<file path="src/rbfd_pkg.sv">
// ----------------------------------------------------------------------------
// rbfd_pkg: shared types and constants of the row box filter downscaler
// Fixed-point format, field widths, register indexes and the types that pass
// between the control, the channel lanes and the merge stage.
// ----------------------------------------------------------------------------
package rbfd_pkg;

	// Fixed point: 1.0 is 2^24
	localparam int FRAC_BITS = 24;
	localparam int WEIGHT_W  = 25;
	localparam logic [WEIGHT_W-1:0] FIXED_ONE = WEIGHT_W'(1 << FRAC_BITS);

	// Pixel layout: four 8-bit channels, blue in lane 0, alpha in lane 3
	localparam int CHAN_W  = 8;
	localparam int LANES   = 4;
	localparam int PIXEL_W = CHAN_W * LANES;
	localparam int SUM_W   = 32;

	// Field and register widths
	localparam int INDEX_W      = 12;
	localparam int CROP_START_W = 12;
	localparam int CROP_WIDTH_W = 13;
	localparam int CROP_SUM_W   = 14;
	localparam int CFG_IDX_W    = 2;
	localparam int CFG_DATA_W   = 25;

	localparam logic [CROP_WIDTH_W-1:0] CROP_WIDTH_RST = CROP_WIDTH_W'(4096);

	// Table depth default and output queue sizing (queue depth: power of two)
	localparam int MAX_OUT_WIDTH_DEF = 4096;
	localparam int OUTQ_DEPTH        = 8;
	localparam int OUTQ_CNT_W        = $clog2(OUTQ_DEPTH + 1);

	// Input commands
	typedef enum logic {
		CMD_TABLE_LOAD = 1'b0,
		CMD_PIXEL      = 1'b1
	} cmd_t;

	// Configuration register indexes
	typedef enum logic [CFG_IDX_W-1:0] {
		CFG_FULL_PIXEL_WEIGHT = 2'd0,
		CFG_CROP_START        = 2'd1,
		CFG_CROP_WIDTH        = 2'd2
	} cfg_reg_t;

	// Per-item control carried from the decision stage to lanes and merge
	typedef struct packed {
		logic open_box;
		logic emit_close;
		logic last_close;
		logic emit_final;
		logic last_final;
	} rbfd_ctl_t;

	// One queued result
	typedef struct packed {
		logic [PIXEL_W-1:0] pixel;
		logic               last;
	} rbfd_item_t;

endpackage

</file>
<file path="src/rbfd_lane.sv">
// ----------------------------------------------------------------------------
// rbfd_lane: one channel lane of the box filter
// Weights one 8-bit channel of the item, then folds the products into the
// running box sum and hands out the averaged byte of each closed box.
// ----------------------------------------------------------------------------
module rbfd_lane (
	input  logic                          clk,
	input  logic                          load,
	input  logic [rbfd_pkg::CHAN_W-1:0]   chan,
	input  logic [rbfd_pkg::WEIGHT_W-1:0] w_old,
	input  logic [rbfd_pkg::WEIGHT_W-1:0] cov,
	input  logic                          acc_en,
	input  logic                          open_box,
	output logic [rbfd_pkg::CHAN_W-1:0]   res_close,
	output logic [rbfd_pkg::CHAN_W-1:0]   res_final
);
	import rbfd_pkg::*;

	localparam int MUL_W = CHAN_W + WEIGHT_W;

	logic [MUL_W-1:0] mult_old;
	logic [MUL_W-1:0] mult_new;
	logic [SUM_W-1:0] prod_old_s1;
	logic [SUM_W-1:0] prod_new_s1;
	logic [SUM_W-1:0] sum_q;
	logic [SUM_W-1:0] acc_old;
	logic [SUM_W-1:0] sum_new;

	// Weight the channel for the running box and for a box opened here
	assign mult_old = MUL_W'(chan) * MUL_W'(w_old);
	assign mult_new = MUL_W'(chan) * MUL_W'(cov);

	always_ff @(posedge clk) begin
		if (load) begin
			prod_old_s1 <= mult_old[SUM_W-1:0];
			prod_new_s1 <= mult_new[SUM_W-1:0];
		end
	end

	// Accumulate; a newly opened box restarts from its own product
	assign acc_old = sum_q + prod_old_s1;
	assign sum_new = open_box ? prod_new_s1 : acc_old;

	always_ff @(posedge clk) begin
		if (acc_en) begin
			sum_q <= sum_new;
		end
	end

	// Drop the fraction bits
	assign res_close = acc_old[FRAC_BITS +: CHAN_W];
	assign res_final = sum_new[FRAC_BITS +: CHAN_W];

endmodule

</file>
<file path="config.mk">
export PLATFORM = sky130hd
export DESIGN_NAME = rbfd_lane
export DESIGN_NICKNAME = d
export VERILOG_FILES = /design/src/rbfd_pkg.sv /design/src/rbfd_lane.sv
export SDC_FILE = /design/constraint.sdc
export NUM_CORES = 1
export LEC_CHECK = 0
export ABC_AREA = 1
export BUFFER_PORTS_ARGS = -buffer_cell sky130_fd_sc_hd__clkbuf_2
export CAP_MARGIN = 20
export CORE_MARGIN = 3
export CORE_UTILIZATION = 50
export CTS_BUF_LIST = sky130_fd_sc_hd__clkbuf_4 sky130_fd_sc_hd__clkbuf_8
export DETAILED_ROUTE_END_ITERATION = 16
export GPL_TIMING_DRIVEN = 0
export PLACE_DENSITY = 0.74
export SKIP_CTS_REPAIR_TIMING = 1
export SYNTH_ARGS = -nofsm -noshare
export SYNTH_HDL_FRONTEND = slang
export SYNTH_SLANG_ARGS = --single-unit
</file>
<file path="constraint.sdc">
create_clock -name clk -period 8.4 [get_ports clk]
set_input_delay 1.26 -clock clk [delete_from_list [all_inputs] [get_ports clk]]
set_output_delay 1.26 -clock clk [all_outputs]
set_load 0.005 [all_outputs]
</file>
==> results_dict.tcl <==
set metrics [dict create \
    yosys_register_bits 96 \
    whs_path_depth 2 \
    port_buffers 19 \
    synthFlopType "edfxtp_1" \
    grt_max_degree 65 \
    nets 3200 \
    detail_route.iter0.violations 1275 \
    clkLatencyLatePin_ns 0.38 \
    cap_violations 0 \
    max_freq_mhz 157 \
    gp_congestion 0.949 \
    powerDensity_nw_per_um2 360 \
    regToRegStartpoint "prod_old_s1[0]$_DFFE_PP_" \
    final_util_pct 53.6 \
    via_per_inst 5.03 \
    grtUsageTotal_pct 27.0 \
    fin_ws_ns 2.05 \
    seqPwrFrac_pct 14.5 \
    postSynthAreaPerCell_um2 7.16 \
    crit_family "adder cells" \
    yosys_warnings 0 \
    post-dp-hpwl_mm 45.1 \
    r2r_slack_ns 6.03 \
    p_int_mw 3.14 \
    overflow 0 \
    num_io_pins 78 \
    core_area_um2 37800 \
    die_h_um 203 \
    crit_path_max_incr_delay_ns 0.74 \
    slew_violations 0 \
    post-place-ws_ns 1.79 \
    grt_pass1_vias 16841 \
    synth-edff-count 96 \
    yosysSeqAreaShare_pct 14.9 \
    totalPowerFinal_mw 7.30 \
    final_layout_size_suffix_gt1_share_pct 6.03 \
    r2r_cells 13 \
    r2r-end "sum_q[24]$_DFFE_PP_" \
    p_sw_mw 4.17 \
    hold_path_end "sum_q[1]$_DFFE_PP_" \
    cts.path.max_buffers 2 \
    synth_nets 3170 \
    cp_cell_sequence "clkbuf_2, clkbuf_1, clkbuf_1, nand2_1, fa_1, fa_1, fa_1, fa_1, inv_1, ha_1, a21oi_1, o21ai_0, a21oi_1, nor2_1, nor2_1, nand2_1, nand2_1, nand2_1" \
    min-delay-start "prod_new_s1[1]$_DFFE_PP_" \
    clkTransAtPathRegs_ns 0.12 \
    min_path_type "flop to flop" \
    max_slew_margin_pct 32.7 \
    grt_pass1_wl_mm 87.5 \
    drt_wl_total_mm 53.9 \
    power_frac_comb_pct 81.3 \
    finalSetupTns_ns 0 \
    crit_buf_inv 4 \
    tightest_slew_ns 1.01 \
    placed_area_um2 20100 \
    antenna_left 0 \
    area_growth_pct 4.91 \
    timing.final.crit_share_pct 75.7 \
    clock_skew_ns 0.0261 \
    die_w_um 203 \
    cts_buffers 9 \
    setup_violations 0 \
    peakVddDrop_mv 0.160 \
    htreeDepth 3 \
    crit_path_max_fanout 10 \
    rsz0062_at_grt "no" \
    synth_cells 2700 \
    clock_sinks 96 \
    post-route-min-period_ns 6.35 \
    cp_slowest_cell "clkbuf_1" \
    worstPathRequired_ns 8.48 \
    design_area_um2 20300 \
    wire_per_inst_um 16.6 \
    critPathKind "input pin to flop" \
    arrival_ns 6.44 \
    synth_cell_types 42 \
    drc 0 \
    endpoint_kind "flop" \
    cts_tree "built" \
    power.leakage_nw 12.4 \
    start_util_pct 51.1 \
    start_kind "input pin" \
    die_area_um2 41000 \
    cts_root_buf "clkbuf_8" \
    rows 71 \
    netlist_area_um2 19300 \
    vias 16325 \
    fillers 3739 \
    sw_frac_of_total_pct 57.0 \
    first_pass_iters 6 \
    hold_violations 0 \
    outcome "finished, final reports clean" \
    antenna_found_initial 1 \
    async_flop_share_pct 0 \
    p_clk_share_pct 4.3 \
]
-- cells by family after synthesis --
family	Yosys count	share of synthesized area, %
DFF	96	14.9
AOI/OAI and AO/OA	145	4.16
and+or+nand+nor	1140	24.3
adders and majority gates	408	37.1
buffers and inverters	859	17.2
xor gates and xnor gates	52	2.40
-- worst reg2reg max path: stages, from the launching register on --
cell      delay [ns]
edfxtp_1        0.35
ha_1            0.21
inv_1           0.07
fa_1            0.36
inv_1           0.12
nand3_1         0.08
nand3_1         0.15
nand2_1         0.11
nand2_1         0.12
nand2_1         0.11
nand3_1         0.09
nand2_1         0.06
nand3_1         0.15
nand2_1         0.12
-- final cells by class --
class,count,area [µm²],area share (%)
clock buffer,9,124,0.611
clock inverter,7,86.3,0.426
antenna,1,2.50,0.0123
multi-input combinational,1745,13100,64.7
buffer,112,512,2.52
sequential,96,2880,14.2
inverter,747,2800,13.8
tap,511,639,3.15
timing repair buffer,19,97.6,0.481
-- through the flow --
stage / cells / hold slack, ns
3_5_place_dp: 3230 / 0.507
6_report: 3247 / 0.524
5_1_grt: 3247 / 0.554
2_1_floorplan: 2700 / 0.494
3_3_place_gp: 3230 / 0.500
4_1_cts: 3246 / 0.532
-- Yosys cell counts, types with 17 or more instances --
library cell / n / area [µm²]
clkbuf_1: 55 / 206
nand3_1: 76 / 380
xnor2_1: 17 / 149
xor2_1: 34 / 298
inv_1: 743 / 2790
a21oi_1: 80 / 400
clkbuf_2: 47 / 235
nand2_2: 33 / 206
o21ai_0: 29 / 145
fa_1: 275 / 5510
edfxtp_1: 96 / 2880
nor2_1: 113 / 424
nand2_1: 853 / 3200
ha_1: 133 / 1660
-- per-layer routing --
layer | share of wire (%) | track usage, % | up-vias | wire, µm
li1 | - | - | 7862 | -
met5 | 0 | 0 | - | 0
met4 | 4.1 | 9.43 | 0 | 2200
met1 | 42 | 36.5 | 7742 | 22800
met3 | 7.7 | 3.75 | 98 | 4140
met2 | 46 | 44.9 | 623 | 24700
-- sequential cells by signal, summed over array words and instances (netlist names) --
name	flops
sum_q	32
prod_old_s1	32
prod_new_s1	32
-- power groups by stage --
stage | registers [mW] | clock network [mW] | logic, mW
finish | 1.06 | 0.312 | 5.94
global route | 1.07 | 0.337 | 6.71
CTS | 1.06 | 0.320 | 5.90
detailed placement | 1.07 | 0 | 5.87
global placement | 1.06 | 0 | 5.80
floorplan | 1.01 | 0 | 4.23
-- layout by cell type (no fill, tap or decap), types with 5 or more instances in the layout --
cell type,n
inv_1,743
nand3b_1,8
nand2_1,853
a21oi_2,5
o21ai_0,29
fa_1,275
nor3_1,10
xor2_1,34
buf_4,8
a21oi_1,80
nand2_2,33
nand3_1,76
ha_1,133
nand4_1,9
nor2_2,8
nor3_2,7
o21ai_1,10
and2_1,8
clkbuf_2,65
clkbuf_8,9
o21bai_1,7
a21o_1,9
clkbuf_1,55
edfxtp_1,96
nor2_1,113
xnor2_1,17
-- worst max-delay path by stage --
stage                        from                         to  slack (ns)  cells past startpoint
final                     chan[7]  prod_old_s1[31]$_DFFE_PP_        2.05                     18
after global routing      chan[7]  prod_old_s1[27]$_DFFE_PP_        1.95                     22
after CTS                 chan[7]  prod_old_s1[31]$_DFFE_PP_        2.18                     18
after detailed placement  chan[7]  prod_old_s1[31]$_DFFE_PP_        1.79                     18
after global placement    chan[7]  prod_old_s1[29]$_DFFE_PP_        1.80                     18
after floorplan           chan[2]  prod_new_s1[22]$_DFFE_PP_        3.16                     20
No activity file was read; power rests on OpenSTA's default activity.
