## config.mk

```make
export PLATFORM = sky130hd
export DESIGN_NAME = rbfd_merge
export DESIGN_NICKNAME = d
export VERILOG_FILES = /design/src/rbfd_pkg.sv /design/src/rbfd_merge.sv
export SDC_FILE = /design/constraint.sdc
export NUM_CORES = 1
export LEC_CHECK = 0
export ABC_AREA = 0
export CORE_ASPECT_RATIO = 0.7
export CORE_UTILIZATION = 45
export CTS_CLUSTER_DIAMETER = 40
export DETAILED_ROUTE_END_ITERATION = 8
export DONT_BUFFER_PORTS = 1
export HOLD_SLACK_MARGIN = 0.12
export PLACE_DENSITY = 0.58
export SLEW_MARGIN = 10
export SYNTH_ARGS = -nofsm -noshare
export SYNTH_HDL_FRONTEND = slang
export SYNTH_SLANG_ARGS = --single-unit
```

## constraint.sdc

```tcl
create_clock -name clk -period 4.1 [get_ports clk]
set_input_delay 0.82 -clock clk [delete_from_list [all_inputs] [get_ports clk]]
set_output_delay 0.82 -clock clk [all_outputs]
set_load 0.005 [all_outputs]
```

## src/rbfd_pkg.sv

```systemverilog
// ----------------------------------------------------------------------------
// rbfd_pkg: shared types and constants of the row box filter downscaler
// Fixed-point format, field widths, register indexes and the types that pass
// between the control, the channel lanes and the merge stage.
// ----------------------------------------------------------------------------
package rbfd_pkg;

	// Fixed point: 1.0 is 2^24
	localparam int FRAC_BITS = 24;
	localparam int WEIGHT_W  = 25;
	localparam logic [WEIGHT_W-1:0] FIXED_ONE = WEIGHT_W'(1 << FRAC_BITS);

	// Pixel layout: four 8-bit channels, blue in lane 0, alpha in lane 3
	localparam int CHAN_W  = 8;
	localparam int LANES   = 4;
	localparam int PIXEL_W = CHAN_W * LANES;
	localparam int SUM_W   = 32;

	// Field and register widths
	localparam int INDEX_W      = 12;
	localparam int CROP_START_W = 12;
	localparam int CROP_WIDTH_W = 13;
	localparam int CROP_SUM_W   = 14;
	localparam int CFG_IDX_W    = 2;
	localparam int CFG_DATA_W   = 25;

	localparam logic [CROP_WIDTH_W-1:0] CROP_WIDTH_RST = CROP_WIDTH_W'(4096);

	// Table depth default and output queue sizing (queue depth: power of two)
	localparam int MAX_OUT_WIDTH_DEF = 4096;
	localparam int OUTQ_DEPTH        = 8;
	localparam int OUTQ_CNT_W        = $clog2(OUTQ_DEPTH + 1);

	// Input commands
	typedef enum logic {
		CMD_TABLE_LOAD = 1'b0,
		CMD_PIXEL      = 1'b1
	} cmd_t;

	// Configuration register indexes
	typedef enum logic [CFG_IDX_W-1:0] {
		CFG_FULL_PIXEL_WEIGHT = 2'd0,
		CFG_CROP_START        = 2'd1,
		CFG_CROP_WIDTH        = 2'd2
	} cfg_reg_t;

	// Per-item control carried from the decision stage to lanes and merge
	typedef struct packed {
		logic open_box;
		logic emit_close;
		logic last_close;
		logic emit_final;
		logic last_final;
	} rbfd_ctl_t;

	// One queued result
	typedef struct packed {
		logic [PIXEL_W-1:0] pixel;
		logic               last;
	} rbfd_item_t;

endpackage

```

## src/rbfd_merge.sv

```systemverilog
// ----------------------------------------------------------------------------
// rbfd_merge: lane merge and output queue
// Joins the four lane bytes into pixels and queues up to two results per
// item, draining one result per cycle to the output channel unless it stalls.
// ----------------------------------------------------------------------------
module rbfd_merge #(
	parameter int DEPTH = rbfd_pkg::OUTQ_DEPTH
) (
	input  logic                               clk,
	input  logic                               arst_n,
	input  logic                               acc_en,
	input  rbfd_pkg::rbfd_ctl_t                ctl,
	input  logic [rbfd_pkg::CHAN_W-1:0]        res_close [rbfd_pkg::LANES],
	input  logic [rbfd_pkg::CHAN_W-1:0]        res_final [rbfd_pkg::LANES],
	output logic                               out_valid,
	input  logic                               out_stall,
	output logic [rbfd_pkg::PIXEL_W-1:0]       pixel_out,
	output logic                               last_of_row,
	output logic [$clog2(DEPTH+1)-1:0]         count
);
	import rbfd_pkg::*;

	localparam int PTR_W = $clog2(DEPTH);
	localparam int CNT_W = $clog2(DEPTH + 1);

	rbfd_item_t        queue_q [DEPTH];
	logic [PTR_W-1:0]  wr_ptr_q;
	logic [PTR_W-1:0]  rd_ptr_q;
	logic [CNT_W-1:0]  count_q;
	rbfd_item_t        item_close;
	rbfd_item_t        item_final;
	rbfd_item_t        item_a;
	logic              push_close;
	logic              push_final;
	logic              push_any;
	logic              push_two;
	logic              pop;
	logic [CNT_W-1:0]  n_push;

	// Merge lane bytes into pixels
	always_comb begin
		item_close.last = ctl.last_close;
		item_final.last = ctl.last_final;
		for (int i = 0; i < LANES; i++) begin
			item_close.pixel[CHAN_W*i +: CHAN_W] = res_close[i];
			item_final.pixel[CHAN_W*i +: CHAN_W] = res_final[i];
		end
	end

	assign push_close = acc_en && ctl.emit_close;
	assign push_final = acc_en && ctl.emit_final;
	assign push_any   = push_close || push_final;
	assign push_two   = push_close && push_final;
	assign item_a     = push_close ? item_close : item_final;
	assign n_push     = CNT_W'(push_close) + CNT_W'(push_final);
	assign pop        = out_valid && !out_stall;

	// Queue storage
	always_ff @(posedge clk) begin
		if (push_any) begin
			queue_q[wr_ptr_q] <= item_a;
		end
		if (push_two) begin
			queue_q[wr_ptr_q + PTR_W'(1)] <= item_final;
		end
	end

	// Advance pointers and fill count
	always_ff @(posedge clk or negedge arst_n) begin
		if (!arst_n) begin
			wr_ptr_q <= '0;
			rd_ptr_q <= '0;
			count_q  <= '0;
		end else begin
			wr_ptr_q <= wr_ptr_q + PTR_W'(n_push);
			if (pop) begin
				rd_ptr_q <= rd_ptr_q + PTR_W'(1);
			end
			count_q <= count_q + n_push - CNT_W'(pop);
		end
	end

	assign out_valid   = (count_q != '0);
	assign pixel_out   = queue_q[rd_ptr_q].pixel;
	assign last_of_row = queue_q[rd_ptr_q].last;
	assign count       = count_q;

	a_no_overflow: assert property (@(posedge clk) disable iff (!arst_n)
		count_q <= CNT_W'(DEPTH))
		else $error("output queue holds more results than its depth");

	a_room_for_two: assert property (@(posedge clk) disable iff (!arst_n)
		push_two |-> (count_q <= CNT_W'(DEPTH - 2)))
		else $error("two results pushed without room in the output queue");

endmodule

```

==> reports/qor_table.md, run 1 <==
| Parameter | Value | Unit |
| --- | --- | --- |
| Starting density of the core | 45.67 | % |
| TritonCTS buffer count | 37 | - |
| Post-route standard cell area excluding fillers | 16140 | sq um |
| Count of inserted antenna diode cells | 0 | - |
| Startpoint types | register | - |
| Total Routed Length | 34920 | microns |
| Share of the clock period used by the worst path after layout | 81.68 | % |
| Highest-count cells in the layout ignoring fill and taps | mux2_2, edfxtp_1, mux4_2 | - |
| Fillers | 2476 | - |
| Vias in the first global route | 8205 | - |
| CTS tree | built | - |
| Highest achievable clock rate | 0.2986 | GHz |
| Final Hold Viols | 0 | - |
| Post-CTS setup buffer count | 0 | - |
| Total placed instance area | 14900 | sq um |
| Clock Latency Late Sink | 0.53 | ns |
| Prevailing post-synth register cell | edfxtp_1 | - |
| Worst path arrival time | 2.53 | ns |
| Clock period minus worst slack | 3.349 | ns |
| CP Max Fanout | 18 | - |
| Worst-case hold slack | 0.5016 | ns |
| Wire length per cell after detailed routing | 27.76 | microns |
| Total area of sequential cells | 8184 | sq um |
| Detailed router's first-iteration violation count | 448 | - |
| Power density normalized to cell area | 625.5 | nW/um^2 |
| Instance count of the mapped netlist | 786 | - |
| P_leak | 0.005243 | uW |
| Detailed Place HPWL | 20400 | microns |
| Vertical extent of the die | 150.8 | microns |
| Run status | complete, no violations | - |
| Area occupied by multi-input gates | 5824 | sq um |
| Fraction of final layout cells with drive strength greater than 1 | 60.38 | % |
| Die outline area | 32340 | sq um |
| Number of antenna violations at the first check in global routing | 1 | - |
| Worst min path class | input pin to register | - |
| Count of endpoints failing setup in the final report | 0 | - |
| Number of flip-flops and latches in the synthesized netlist | 274 | - |
| Max Cap Viol | 0 | - |
| Routed via count | 7503 | - |
| Global-route wire length before repair | 52120 | microns |
| Worst slack at placement | 0.9111 | ns |
| RePlAce Congestion | 0.7452 | - |
| Least setup slack across all paths after layout | 0.7510 | ns |
| Clock slew seen by the registers of the worst setup and hold paths | 0.05 | ns |
| Crit. End Element | output pin | - |
| Layout overhead on the synthesized area | 13.43 | % |
| Crit Path Category | register to output pin | - |
| Max-slew violation count | 0 | - |
| Number of clock sinks seen by CTS | 274 | - |
| Port buffer count | 0 | - |
| Number of different library cells in the post-synthesis netlist | 34 | - |
| Number of enable-type register cells in the synthesized netlist | 264 | - |
| Worst path required time | 3.28 | ns |
| Number of buffers on the longest clock path | 3 | - |
| Post-detailed-route DRC marker count | 0 | - |
| Length of the first detailed-routing pass in iterations | 6 | - |
| GRT Overall Usage | 22.18 | % |
| Commonest non-fill, non-tap cell in the layout | mux2_2 | - |
| Peak supply drop | 0.2975 | mV |
| Slew at the pin with the worst max-slew slack | 0.9145 | ns |
| Post-layout net count | 897 | - |
| Core Rows | 54 | - |
| Die width | 214.5 | microns |
| Max-slew headroom | 38.80 | % |
| Reg2Reg Depth | 5 | - |
| Post-Synthesis Mean Instance Area | 18.10 | sq um |
| Number of levels in the clock H-tree | 2 | - |
| Number of nets still failing antenna checks after routing | 0 | - |
| WHS Path Cells | 1 | - |
| Worst setup skew after layout | 0.01692 | ns |
| Seq/Total Area, Yosys | 57.48 | % |
| Total I/O pin count | 111 | - |
| Clock root buffer | clkbuf_16 | - |
| Maximum number of pins on one net before global-route repair | 37 | - |
| GRT Residual Overflow | 0 | - |
| Placeable core area | 31150 | sq um |
| Ys Warns | 0 | - |
| Async set or reset register ratio after synthesis | 3.650 | % |
| RSZ-0062 raised after global routing | false | - |
| Syn nets | 872 | - |
| Vias/cell | 5.964 | - |
| Cell area after technology mapping | 14230 | sq um |
-- final timing paths --
| check | from | to | slack [ns] |
|---|---|---|---|
| hold reg to reg | count[0] | count[0] | 0.59 |
| setup / recovery | rd_ptr_q[0] | pixel_out[0] | 0.75 |
| min in group asynchronous | arst_n | wr_ptr_q[0] | 0.73 |
| max in group asynchronous | arst_n | rd_ptr_q[0] | 2.97 |
| hold / removal | res_final[1] | queue_q[0][26] | 0.50 |
| setup reg to reg | wr_ptr_q[0] | queue_q[1][15] | 1.30 |
-- per-stage QoR --
stage / cells / total power [uW] / TNS [ns] / utilization, %
finish: 1258 / 10090 / 0 / 51.81
global route: 1258 / 10540 / 0 / 51.81
CTS: 1258 / 10240 / 0 / 51.81
detailed placement: 1191 / 6981 / 0 / 47.83
global placement: 1191 / 6897 / 0 / 47.83
floorplan: 786 / 6036 / -31.85 / -
-- critical path, stage by stage (launching register included) --
cell,delay (ns)
dfrtp_4,0.65
buf_4,0.45
mux4_2,0.57
mux2_2,0.33
-- routing by layer --
| metal | wire [microns] | part of all wire, % | global-route usage, % |
|---|---|---|---|
| met1 | 14980 | 43 | 27.90 |
| met2 | 17560 | 50 | 38.94 |
| met3 | 1721 | 4.9 | 4.626 |
| met4 | 640 | 1.8 | 6.321 |
| met5 | 13 | 0.037 | 0 |
-- sequential cells by signal (all words and copies together) (netlist names) --
signal and flops:
count 4, queue_q 264, rd_ptr_q 3, wr_ptr_q 3
-- final cells by class --
class,count,share of cell area (%)
inverter,14,0.3257
clock buffer,40,5.808
tap,420,3.257
clock inverter,26,1.814
timing repair buffer,34,1.985
multi-input combinational,450,36.09
sequential,274,50.72
-- timing repair --
action                                 CTS  global route
hold buffers                             1             0
endpoints found under the hold margin   10             0
gates resized for setup                  0             0
-- power by group --
part | leakage [uW] | internal (uW) | switching (uW)
combinational | 0.00216 | 1440 | 1490
sequential | 0.00251 | 3620 | 307
clock | 0.000575 | 1980 | 1250
-- cell families (layout without fill, tap and decap cells) --
logic type	Yosys count	count (layout)	synth area share (%)
multiplexers	397	397	36.65
flip-flops	274	274	57.48
buffers and inverters	62	114	2.410
XOR/XNOR	7	7	0.6948
adder cells (fa/ha/maj)	13	13	1.249
AND/OR/NAND/NOR	24	24	1.108
AO/OA/AOI/OAI	9	9	0.4046
-- synthesized netlist by cell type, drive strengths merged, types with 3 or more instances --
cell | instances | area share, %
nor3b | 3 | 0.16
inv | 14 | 0.37
mux4 | 66 | 10
nor2 | 5 | 0.20
nor3 | 3 | 0.26
ha | 11 | 0.97
edfxtp | 264 | 56
o22ai | 3 | 0.13
dfrtp | 10 | 1.8
mux2 | 331 | 26
buf | 37 | 1.8
nand2 | 6 | 0.18
xor2 | 5 | 0.44
clkbuf | 11 | 0.29
nand2b | 3 | 0.13
No activity file was read; power rests on OpenSTA's default activity.
==> run 2, diff against run 1 <==
==> constraint.sdc (replaced) <==
create_clock -name clk -period 3.2 [get_ports clk]
set_input_delay 0.64 -clock clk [delete_from_list [all_inputs] [get_ports clk]]
set_output_delay 0.64 -clock clk [all_outputs]
set_load 0.005 [all_outputs]
==> reports/qor_table.md, run 2 (synthesis results as in run 1) <==
| Parameter | Value | Unit | Change |
| --- | --- | --- | --- |
| RSZ-0062 raised after global routing | false | - |  |
| Core Rows | 54 | - | unchanged |
| Share of the clock period used by the worst path after layout | 95.72 | % |  |
| Max-slew headroom | 48.80 | % | +10 points |
| Global-route wire length before repair | 51590 | microns | -1.0% |
| Crit Path Category | register to output pin | - |  |
| Number of nets still failing antenna checks after routing | 0 | - | unchanged |
| CP Max Fanout | 24 | - | +6 |
| Worst-case hold slack | 0.3244 | ns | -0.1773 ns |
| Starting density of the core | 45.67 | % | unchanged |
| Length of the first detailed-routing pass in iterations | 5 | - | -1 |
| Highest-count cells in the layout ignoring fill and taps | mux2_2, edfxtp_1, mux4_2 | - |  |
| CTS tree | built | - |  |
| TritonCTS buffer count | 38 | - | +2.7% |
| Buf+Inv Stages, Crit Path | 1 | - | unchanged |
| M1 GR Usage | 28.75 | % | +0.85 points |
| Number of buffers on the longest clock path | 3 | - | unchanged |
| Detailed Place HPWL | 19520 | microns | -4.3% |
| Vias in the first global route | 7883 | - | -3.9% |
| Die width | 214.5 | microns | unchanged |
| Final Hold Viols | 0 | - | unchanged |
| Total Routed Length | 34780 | microns | -0.41% |
| Max Cap Viol | 0 | - | unchanged |
| Vertical extent of the die | 150.8 | microns | unchanged |
| WHS Path Cells | 1 | - | unchanged |
| GRT Residual Overflow | 0 | - | unchanged |
| Source of the worst hold timing path | res_final[5] | - |  |
| Total area of sequential cells | 8187 | sq um | about the same |
| Number of antenna violations at the first check in global routing | 2 | - | +1 |
| Fillers | 2452 | - | -0.97% |
| Commonest non-fill, non-tap cell in the layout | mux2_2 | - |  |
| Highest achievable clock rate | 0.3265 | GHz |  |
| Startpoint types | register | - |  |
| Cell-by-cell listing of the critical path | buf_12 > mux4_2 > mux2_2 | - |  |
| GRT Overall Usage | 22.05 | % | -0.13 points |
| Vias/cell | 5.906 | - | -0.97% |
| Met2 demand-to-capacity share in global routing | 37.60 | % | -1.3 points |
| Longest individual stage delay on the worst path | 0.71 | ns | +0.06 ns |
| Startpoint of the worst register-to-register path | wr_ptr_q[0] | - |  |
| RePlAce Congestion | 0.7467 | - | +0.20% |
| Worst min path class | input pin to register | - |  |
| Met3 Resource Use GR | 4.586 | % | -0.040 points |
| Clock root buffer | clkbuf_16 | - |  |
| Clock period minus worst slack | 3.063 | ns |  |
| Wire length per cell after detailed routing | 27.67 | microns | -0.33% |
| Overall power consumption | 12920 | uW | +28% |
| Delay-heaviest family, CP | multiplexers | - |  |
| Biggest register | queue_q | - |  |
| Crit. End Element | output pin | - |  |
| Routed via count | 7424 | - | -1.1% |
| Die outline area | 32340 | sq um | unchanged |
| Worst Hold Endpoint | queue_q[4][30] | - |  |
| Number of levels in the clock H-tree | 2 | - | unchanged |
| Total placed instance area | 14980 | sq um | +0.54% |
| Worst setup skew after layout | 0.009858 | ns | -0.007061 ns |
| Clock slew seen by the registers of the worst setup and hold paths | 0.05 | ns | about the same |
| Worst path required time | 2.56 | ns | -0.72 ns |
| Reg2Reg Depth | 5 | - | unchanged |
| P_leak | 0.005267 | uW | +0.45% |
| Detailed router's first-iteration violation count | 399 | - | -11% |
| Top Usage Layer GRT | met2 | - |  |
| Port buffer count | 0 | - | unchanged |
| Run status | complete, no violations | - |  |
| Largest register FFs | 264 | - | unchanged |
| Minimum setup slack among reg-to-reg paths | 0.55 | ns | -0.75 ns |
| Maximum number of pins on one net before global-route repair | 34 | - | -8.1% |
| Placeable core area | 31150 | sq um | unchanged |
| Area occupied by multi-input gates | 5824 | sq um | unchanged |
| Total I/O pin count | 111 | - | unchanged |
| Post-route standard cell area excluding fillers | 16220 | sq um | +0.54% |
| Slew at the pin with the worst max-slew slack | 0.7651 | ns | -0.1494 ns |
| Worst reg2reg path endpoint | queue_q[3][14] | - |  |
| Worst path arrival time | 2.42 | ns | -0.11 ns |
| Fraction of final layout cells with drive strength greater than 1 | 60.29 | % | -0.095 points |
| Max-slew violation count | 0 | - | unchanged |
| Layout overhead on the synthesized area | 14.04 | % |  |
| Post-detailed-route DRC marker count | 0 | - | unchanged |
| Peak supply drop | 0.3926 | mV | +32% |
| Power density normalized to cell area | 796.6 | nW/um^2 | +27% |
| Number of clock sinks seen by CTS | 274 | - | unchanged |
| Post-layout net count | 895 | - | -0.22% |
| Count of endpoints failing setup in the final report | 0 | - | unchanged |
| Clock Latency Late Sink | 0.52 | ns | about the same |
| Final Util | 52.08 | % | +0.28 points |
| Highest-delay cell along the critical path | dfrtp_4 | - |  |
==> run 2: changes by cell type in the layout (fill, tap and decap cells not counted), sizes merged <==
cell / change
diode: +1
clkinv: +3
bufinv: -3
buf: -3
clkinvlp: -1
clkbuf: +2
==> run 2: through the flow <==
step / setup slack [ns] / TNS [ns] / cells
3_3_place_gp: 0.4905 / 0 / 1188
2_1_floorplan: -0.4028 / -40.98 / 786
5_1_grt: 0.01190 / 0 / 1257
6_report: 0.1369 / 0 / 1257
4_1_cts: 0.05925 / 0 / 1256
3_5_place_dp: 0.4804 / 0 / 1188
==> run 2: area by class of cell <==
type,count,share of cell area (%)
diodes,1,0.01542
repair buffers,31,2.453
flip-flops and latches,274,50.46
clock buffers,42,6.347
inverters,14,0.3239
multi-input cells,450,35.90
clock inverters,25,1.257
well taps,420,3.239
==> run 2: report_power, final <==
group          total (uW)  internal (uW)  switching, uW  leakage [uW]
Sequential           5020           4640            381       0.00251
Combinational        3820           1910           1920       0.00217
Clock                4080           2490           1590      0.000587
Total               12900           9040           3880       0.00527
==> run 2: layer usage <==
metal	routed length, microns	up-vias
met5	13	-
met4	582	2
met3	1630	48
met2	17610	174
met1	14940	3940
li1	-	3260
==> run 2: how the worst max path moves through the flow <==
stage	from	to	slack [ns]	cells after the start
floorplan	acc_en	queue_q[3][0]	-0.40	6
global placement	ctl[1]	queue_q[1][7]	0.49	7
detailed placement	ctl[1]	queue_q[1][9]	0.48	7
CTS	rd_ptr_q[0]	pixel_out[8]	0.06	3
global route	rd_ptr_q[0]	pixel_out[15]	0.01	3
finish	rd_ptr_q[0]	pixel_out[15]	0.14	3
==> run 2: what timing repair did <==
action | 4_1_cts | 5_1_grt
hold buffers | 1 | 0
gates resized for setup | 0 | 0
buffers inserted | 0 | 0
hold endpoints to repair | 10 | 0
